===== src/ilst_pkg.sv =====
// ----------------------------------------------------------------------------
// ilst_pkg
// Sizes, operation and status codes, and controller types for the list.
// ----------------------------------------------------------------------------
package ilst_pkg;

   localparam int DEPTH  = 64;
   localparam int ADDR_W = $clog2(DEPTH);
   localparam int CNT_W  = $clog2(DEPTH + 1);
   localparam int POS_W  = 7;
   localparam int LEN_W  = 7;
   localparam int VAL_W  = 32;
   localparam int CMP_W  = (POS_W > CNT_W) ? POS_W : CNT_W;

   typedef enum logic [2:0] {
      OP_READ = 3'd0,
      OP_HEAD = 3'd1,
      OP_TAIL = 3'd2,
      OP_AT   = 3'd3,
      OP_DEL  = 3'd4
   } func_type;

   typedef enum logic [1:0] {
      ST_DONE  = 2'd0,
      ST_RANGE = 2'd1,
      ST_FULL  = 2'd2
   } status_type;

   typedef enum logic [2:0] {
      S_IDLE,
      S_DECODE,
      S_INS_LOOP,
      S_INS_WR,
      S_DEL_LOOP,
      S_DEL_WR,
      S_FINISH
   } state_type;

   typedef struct packed {
      logic load_req;
      logic rd_pos;
      logic rd_below;
      logic rd_above;
      logic wr_shift_ins;
      logic wr_shift_del;
      logic wr_value;
      logic respond;
   } ctrl_cmd_type;

   typedef struct packed {
      logic rd_hit;
      logic ins_ok;
      logic del_ok;
      logic ins_more;
      logic del_more;
   } ctrl_stat_type;

endpackage


===== src/indexed_ordered_list.sv =====
// Timing: a read, a rejected operation or an unknown code passes the decode and finish states
// before its result strobe is registered; an insert or a delete also walks a read state and
// a write state for each entry moved. The next start is taken at the edge that ends the
// strobe cycle, so each operation finishes before the next is accepted. Each moved entry is
// read and then written back on the single entry RAM. Reset empties the list (length zero);
// entry contents are not cleared. The receiver cannot stall, so results are never held back.
// ----------------------------------------------------------------------------
// indexed_ordered_list
// Ordered list of up to DEPTH signed values with read, insert and delete by position.
// ----------------------------------------------------------------------------
module indexed_ordered_list
   import ilst_pkg::*;
(
   input  logic                    clock,
   input  logic                    reset,
   input  logic                    start,
   output logic                    busy,
   input  logic [2:0]              req_func,
   input  logic [POS_W-1:0]        req_position,
   input  logic signed [VAL_W-1:0] req_value,
   output logic                    rsp_valid,
   output logic signed [VAL_W-1:0] rsp_read_value,
   output logic                    rsp_hit,
   output logic [1:0]              rsp_status,
   output logic [LEN_W-1:0]        rsp_length
);

   // The controller owns the sequence: it captures a request transfer, lets the
   // datapath classify it, then walks the entry shift one entry at a time.
   // Insert shifts run from the tail down toward the insert point; delete shifts
   // run from the removed position up toward the tail.
   ctrl_cmd_type  cmd;
   ctrl_stat_type stat;

   ilst_ctrl u_ctrl (
      .clock (clock),
      .reset (reset),
      .start (start),
      .busy  (busy),
      .stat  (stat),
      .cmd   (cmd)
   );

   // The datapath holds the captured request, the list length, the entry RAM
   // and the result registers. The length only changes when the result is
   // registered, so all checks during the shift see the length before the operation.
   ilst_dp u_dp (
      .clock          (clock),
      .reset          (reset),
      .cmd            (cmd),
      .stat           (stat),
      .req_func       (req_func),
      .req_position   (req_position),
      .req_value      (req_value),
      .rsp_valid      (rsp_valid),
      .rsp_read_value (rsp_read_value),
      .rsp_hit        (rsp_hit),
      .rsp_status     (rsp_status),
      .rsp_length     (rsp_length)
   );

endmodule


===== src/ilst_ram.sv =====
// ----------------------------------------------------------------------------
// ilst_ram
// Generic single-write, single-read RAM with a registered read port.
// ----------------------------------------------------------------------------
module ilst_ram #(
   parameter int WIDTH   = 32,
   parameter int DEPTH_P = 64
) (
   input  logic                       clock,
   input  logic                       we,
   input  logic [$clog2(DEPTH_P)-1:0] waddr,
   input  logic [WIDTH-1:0]           wdata,
   input  logic                       re,
   input  logic [$clog2(DEPTH_P)-1:0] raddr,
   output logic [WIDTH-1:0]           rdata
);

   logic [WIDTH-1:0] mem_ff [DEPTH_P];
   logic [WIDTH-1:0] rdata_ff;

   always_ff @(posedge clock) begin
      if (we) begin
         mem_ff[waddr] <= wdata;
      end
      if (re) begin
         rdata_ff <= mem_ff[raddr];
      end
   end

   assign rdata = rdata_ff;

endmodule


===== src/ilst_ctrl.sv =====
// ----------------------------------------------------------------------------
// ilst_ctrl
// Sequencer that decodes an operation and steps the entry shifts.
// ----------------------------------------------------------------------------
module ilst_ctrl
   import ilst_pkg::*;
(
   input  logic          clock,
   input  logic          reset,
   input  logic          start,
   output logic          busy,
   input  ctrl_stat_type stat,
   output ctrl_cmd_type  cmd
);

   state_type state_ff;
   state_type state_in;

   always_ff @(posedge clock) begin
      if (reset) begin
         state_ff <= S_IDLE;
      end else begin
         state_ff <= state_in;
      end
   end

   always_comb begin
      state_in = state_ff;
      case (state_ff)
         S_IDLE: begin
            if (start) state_in = S_DECODE;
         end
         S_DECODE: begin
            if (stat.ins_ok) state_in = S_INS_LOOP;
            else if (stat.del_ok) state_in = S_DEL_LOOP;
            else state_in = S_FINISH;
         end
         S_INS_LOOP: begin
            state_in = stat.ins_more ? S_INS_WR : S_FINISH;
         end
         S_INS_WR: state_in = S_INS_LOOP;
         S_DEL_LOOP: begin
            state_in = stat.del_more ? S_DEL_WR : S_FINISH;
         end
         S_DEL_WR: state_in = S_DEL_LOOP;
         S_FINISH: state_in = S_IDLE;
         default: state_in = S_IDLE;
      endcase
   end

   always_comb begin
      cmd = '0;
      case (state_ff)
         S_IDLE: cmd.load_req = start;
         S_DECODE: cmd.rd_pos = stat.rd_hit;
         S_INS_LOOP: begin
            cmd.rd_below = stat.ins_more;
            cmd.wr_value = !stat.ins_more;
         end
         S_INS_WR: cmd.wr_shift_ins = 1'b1;
         S_DEL_LOOP: cmd.rd_above = stat.del_more;
         S_DEL_WR: cmd.wr_shift_del = 1'b1;
         S_FINISH: cmd.respond = 1'b1;
         default: cmd = '0;
      endcase
   end

   assign busy = (state_ff != S_IDLE);

endmodule


===== src/ilst_dp.sv =====
// ----------------------------------------------------------------------------
// ilst_dp
// Operation registers, length, entry storage and result registers.
// ----------------------------------------------------------------------------
module ilst_dp
   import ilst_pkg::*;
(
   input  logic                    clock,
   input  logic                    reset,
   input  ctrl_cmd_type            cmd,
   output ctrl_stat_type           stat,
   input  logic [2:0]              req_func,
   input  logic [POS_W-1:0]        req_position,
   input  logic signed [VAL_W-1:0] req_value,
   output logic                    rsp_valid,
   output logic signed [VAL_W-1:0] rsp_read_value,
   output logic                    rsp_hit,
   output logic [1:0]              rsp_status,
   output logic [LEN_W-1:0]        rsp_length
);

   func_type                func_ff;
   logic [POS_W-1:0]        pos_ff;
   logic [VAL_W-1:0]        val_ff;
   logic [CNT_W-1:0]        cursor_ff, cursor_in;
   logic [CNT_W-1:0]        count_ff, count_in;

   logic                    rsp_valid_ff;
   logic signed [VAL_W-1:0] rsp_read_value_ff;
   logic                    rsp_hit_ff;
   status_type              rsp_status_ff;
   logic [LEN_W-1:0]        rsp_length_ff;

   logic [CMP_W-1:0]        pos_ext, cnt_ext, cur_ext, pos_eff;
   logic                    is_ins, ins_range, ins_full, ins_ok;
   logic                    rd_hit, rd_miss, del_ok, del_miss;
   status_type              status_code;

   logic                    ram_we, ram_re;
   logic [ADDR_W-1:0]       ram_waddr, ram_raddr;
   logic [VAL_W-1:0]        ram_wdata, ram_rdata;

   assign pos_ext = CMP_W'(pos_ff);
   assign cnt_ext = CMP_W'(count_ff);
   assign cur_ext = CMP_W'(cursor_ff);

   always_comb begin
      case (func_ff)
         OP_HEAD: pos_eff = '0;
         OP_TAIL: pos_eff = cnt_ext;
         default: pos_eff = pos_ext;
      endcase
   end

   assign is_ins    = (func_ff == OP_HEAD) || (func_ff == OP_TAIL) || (func_ff == OP_AT);
   assign ins_range = is_ins && (pos_eff > cnt_ext);
   assign ins_full  = is_ins && !ins_range && (cnt_ext == CMP_W'(DEPTH));
   assign ins_ok    = is_ins && !ins_range && !ins_full;
   assign rd_hit    = (func_ff == OP_READ) && (pos_ext < cnt_ext);
   assign rd_miss   = (func_ff == OP_READ) && !rd_hit;
   assign del_ok    = (func_ff == OP_DEL) && (pos_ext < cnt_ext);
   assign del_miss  = (func_ff == OP_DEL) && !del_ok;

   always_comb begin
      if (ins_range || rd_miss || del_miss) status_code = ST_RANGE;
      else if (ins_full) status_code = ST_FULL;
      else status_code = ST_DONE;
   end

   assign stat.rd_hit   = rd_hit;
   assign stat.ins_ok   = ins_ok;
   assign stat.del_ok   = del_ok;
   assign stat.ins_more = cur_ext > pos_eff;
   assign stat.del_more = (cur_ext + CMP_W'(1)) < cnt_ext;

   // Entry storage: one read and one write per cycle.
   assign ram_re = cmd.rd_pos || cmd.rd_below || cmd.rd_above;
   always_comb begin
      if (cmd.rd_pos) ram_raddr = ADDR_W'(pos_ext);
      else if (cmd.rd_below) ram_raddr = ADDR_W'(cursor_ff - CNT_W'(1));
      else ram_raddr = ADDR_W'(cursor_ff + CNT_W'(1));
   end

   assign ram_we    = cmd.wr_shift_ins || cmd.wr_shift_del || cmd.wr_value;
   assign ram_waddr = cmd.wr_value ? ADDR_W'(pos_eff) : ADDR_W'(cursor_ff);
   assign ram_wdata = cmd.wr_value ? val_ff : ram_rdata;

   ilst_ram #(
      .WIDTH   (VAL_W),
      .DEPTH_P (DEPTH)
   ) u_ram (
      .clock (clock),
      .we    (ram_we),
      .waddr (ram_waddr),
      .wdata (ram_wdata),
      .re    (ram_re),
      .raddr (ram_raddr),
      .rdata (ram_rdata)
   );

   always_comb begin
      cursor_in = cursor_ff;
      if (cmd.load_req) begin
         cursor_in = (req_func == OP_DEL) ? CNT_W'(req_position) : count_ff;
      end else if (cmd.wr_shift_ins) begin
         cursor_in = cursor_ff - CNT_W'(1);
      end else if (cmd.wr_shift_del) begin
         cursor_in = cursor_ff + CNT_W'(1);
      end
   end

   always_comb begin
      count_in = count_ff;
      if (ins_ok) count_in = count_ff + CNT_W'(1);
      else if (del_ok) count_in = count_ff - CNT_W'(1);
   end

   always_ff @(posedge clock) begin
      cursor_ff <= cursor_in;
      if (cmd.load_req) begin
         func_ff <= func_type'(req_func);
         pos_ff  <= req_position;
         val_ff  <= req_value;
      end
      if (cmd.respond) begin
         rsp_read_value_ff <= rd_hit ? ram_rdata : '0;
         rsp_hit_ff        <= rd_hit;
         rsp_status_ff     <= status_code;
         rsp_length_ff     <= LEN_W'(count_in);
      end
   end

   always_ff @(posedge clock) begin
      if (reset) begin
         count_ff     <= '0;
         rsp_valid_ff <= 1'b0;
      end else begin
         rsp_valid_ff <= cmd.respond;
         if (cmd.respond) count_ff <= count_in;
      end
   end

   assign rsp_valid      = rsp_valid_ff;
   assign rsp_read_value = rsp_read_value_ff;
   assign rsp_hit        = rsp_hit_ff;
   assign rsp_status     = rsp_status_ff;
   assign rsp_length     = rsp_length_ff;

endmodule


===== config.mk =====
export PLATFORM = sky130hd
export DESIGN_NAME = indexed_ordered_list
export DESIGN_NICKNAME = d
export VERILOG_FILES = /design/src/ilst_pkg.sv /design/src/indexed_ordered_list.sv /design/src/ilst_ram.sv /design/src/ilst_ctrl.sv /design/src/ilst_dp.sv
export SDC_FILE = /design/constraint.sdc
export NUM_CORES = 2
export LEC_CHECK = 0
export BUFFER_PORTS_ARGS = -buffer_cell sky130_fd_sc_hd__buf_2
export CORE_AREA = 8 8 410 412
export CTS_CLUSTER_DIAMETER = 120
export DETAILED_ROUTE_END_ITERATION = 10
export DIE_AREA = 0 0 418 420
export PLACE_DENSITY = 0.69
export SYNTH_ARGS = -nofsm -noshare
export SYNTH_HDL_FRONTEND = slang
export SYNTH_SLANG_ARGS = --single-unit

===== constraint.sdc =====
create_clock -name clock -period 6.55 [get_ports clock]
set_input_delay 0.655 -clock clock [delete_from_list [all_inputs] [get_ports clock]]
set_output_delay 0.655 -clock clock [all_outputs]
set_load 0.01 [all_outputs]

==> flow_metrics.env <==
export IMPL_status="finished clean"
export IMPL_drtIter0Drc=7445
export IMPL_period_needed_ps=6275
export IMPL_synth_nets=5224
export IMPL_std_cell_rows=148
export IMPL_drc=0
export IMPL_slowest_delay_ps=760
export IMPL_ys_seq_area_share_pct=76.76
export IMPL_htree_levels=4
export IMPL_end_kind="flop"
export IMPL_slew_headroom_pct=16.68
export IMPL_setup_violations=0
export IMPL_ff2ff_setup_slack_ps=270
export IMPL_layout_nets=5514
export IMPL_die_y_um=420
export IMPL_die_area_um2=175600
export IMPL_drtAntennaViolNets=0
export IMPL_clock_skew_ps=32.56
export IMPL_rsz0062_at_grt="no"
export IMPL_grt_max_degree=103
export IMPL_cp_slowest_cell="or4_1"
export IMPL_grt_overflow=0
export IMPL_worstPathRequired_ps=7080
export IMPL_synth_edf_count=2171
export IMPL_place_inst=7373
export IMPL_clockRootBuffer="clkbuf_16"
export IMPL_path_buf_inv=2
export IMPL_utilization_pct=60.00
export IMPL_postSynthCellCount=5152
export IMPL_firstDrtPassIters=6
export IMPL_clk_pin_slew_ps=70
export IMPL_synth_cell_type_count=76
export IMPL_tns_ps=0
export IMPL_dieWidth_um=418
export IMPL_max_freq_mhz=159.4
export IMPL_totalWireLength_um=250800
export IMPL_ys_flop_type="edfxtp_1"
export IMPL_cts_tree="done"
export IMPL_final_cell_mix="edfxtp_1 (2,171), nand2_1 (942), nand3_1 (268), buf_4 (230), mux2i_1 (225)"
export IMPL_hold_class="input port to flop"
export IMPL_grt_pass1_vias=48240
export IMPL_synthArstFlopShare_pct=0
export IMPL_dp_hpwl_um=152900
export IMPL_numCtsBuffers=204
export IMPL_wl_per_cell_um=32.19
export IMPL_stdcell_count=7792
export IMPL_initial_core_util_pct=52.72
export IMPL_yosys_warnings=0
export IMPL_ioPinCount=89
export IMPL_cpMostUsedCell="maj3_1"
export IMPL_drt_vias_per_instance=6.475
export IMPL_vias=50460
export IMPL_start_kind="flop"
export IMPL_syn_avg_cell_area_um2=16.54
export IMPL_globalplace_congestion=0.9426
export IMPL_synth_seq_cells=2182
export IMPL_mostFrequentLayoutCell="edfxtp_1"
export IMPL_finalCritPeriodShare_pct=95.80
export IMPL_path_max_fanout=65
export IMPL_report_final_slew_viol_count=0
export IMPL_core_area_um2=161700
export IMPL_portBuffers=88
export IMPL_insertion_delay_ps=830
export IMPL_cp_top_family="compound AO/OA/AOI/OAI gates"
export IMPL_cap_violations=0
export IMPL_synth_area_um2=85220
export IMPL_path_class="flop to flop"
export IMPL_drive_gt1_share_pct=16.70
export IMPL_worstMarginPinSlew_ps=1250
export IMPL_grt_usage_pct=27.94
export IMPL_cp_arrival_ps=6810
export IMPL_final_hold_viol_count=0
export IMPL_cts_sinks=2182
export IMPL_antenna_found_initial=13
export IMPL_area_delta_synth_final_pct=13.82
export IMPL_cts_path_max_buffers=3
export IMPL_holdWs_ps=48.42
export IMPL_grt_first_pass_wirelength_um=352900
export IMPL_crit_path_cell_trace="o21bai_1, buf_4, a221oi_1, maj3_1, maj3_1, a21oi_2, o211ai_1, nand2_4, buf_6, nand2_1, a32oi_1, a31oi_1, or4_1, o31ai_1"
synth_stat cells (all sizes together) (39+ instances only):
cell type,n,share of area (%)
a211oi,49,0.45
a21oi,62,0.37
a31oi,134,0.98
a32oi,129,1.3
and2,39,0.29
buf,164,1.0
clkbuf,147,0.65
edfxtp,2171,76
mux2i,225,2.6
mux4,154,4.1
nand2,944,4.2
nand3,270,1.6
nor2,106,0.48
o21ai,56,0.34
per-stage QoR:
step | worst slack [ps] | instance area (µm²)
floorplan | 1486 | 85220
global placement | -116.9 | 90140
detailed placement | -206.5 | 90140
CTS | 237.9 | 96950
global route | 177.3 | 96990
finish | 274.8 | 97000
what timing repair did:
action,4_1_cts,5_1_grt
endpoints found under the setup margin,8,5
hold buffers,35,0
cloned,0,0
gates resized for setup,3,2
endpoints found under the hold margin,35,0
buffers inserted,0,3
pin swaps,0,1
per-layer routing:
metal / global-route usage [%] / vias up / routed length (µm)
met1: 36.29 / 25610 / 90430
li1: - / 20920 / -
met4: 17.29 / 8 / 18580
met3: 6.167 / 643 / 26600
met2: 43.23 / 3274 / 115100
met5: 0 / - / 59
worst register-to-register path: cells and delay by family (launching register included):
| kind | cells | cell delay [ps] |
|---|---|---|
| flip-flops | 1 | 600 |
| buffers and inverters | 2 | 800 |
| AO/OA/AOI/OAI | 7 | 2350 |
| adder cells (fa/ha/maj) | 2 | 830 |
| AND/OR/NAND/NOR | 3 | 1410 |
flip-flops by register name (all words and copies together) (netlist names), 2 cells and up:
| name | flops |
|---|---|
| u_dp.val_ff | 32 |
| u_dp.rsp_length | 7 |
| u_ctrl.state_ff | 3 |
| u_dp.u_ram.rdata | 32 |
| u_dp.cur_ext | 7 |
| u_dp.rsp_read_value | 32 |
| u_dp.cnt_ext | 7 |
| u_dp.func_ff | 3 |
| u_dp.u_ram.mem_ff | 2048 |
| u_dp.pos_ext | 7 |
| u_dp.rsp_status | 2 |
cells by family after synthesis:
family                     share of synthesized area, %
AOI/OAI and AO/OA                                 6.412
xor gates and xnor gates                         0.2569
adders and majority gates                        0.4199
buffers and inverters                             1.769
DFF                                               76.76
muxes                                             7.135
and+or+nand+nor                                   7.251
path summary, 6_finish.rpt:
kind / startpoint / endpoint / cells after the start
setup / recovery: u_dp.func_ff[1]$_DFFE_PP_ / u_dp.u_ram.rdata[20]$_DFFE_PP_ / 14
hold / removal: req_func[1] / u_dp.func_ff[1]$_DFFE_PP_ / 1
setup reg to reg: u_dp.func_ff[1]$_DFFE_PP_ / u_dp.u_ram.rdata[20]$_DFFE_PP_ / 14
hold reg to reg: u_dp.cnt_ext[5]$_SDFFE_PP0P_ / u_dp.cnt_ext[5]$_SDFFE_PP0P_ / 2
cell type report:
type | count | area, µm²
clock inverter | 136 | 1097
clock buffer | 240 | 5346
tap | 2175 | 2721
inverter | 27 | 101.3
multi-input combinational | 2632 | 18960
sequential | 2182 | 65410
antenna | 5 | 12.51
timing repair buffer | 395 | 3349
fill | 11600 | 64660
Power is not shown: default switching activity piles up to over one toggle a cycle in this logic, so the estimate is an artifact.
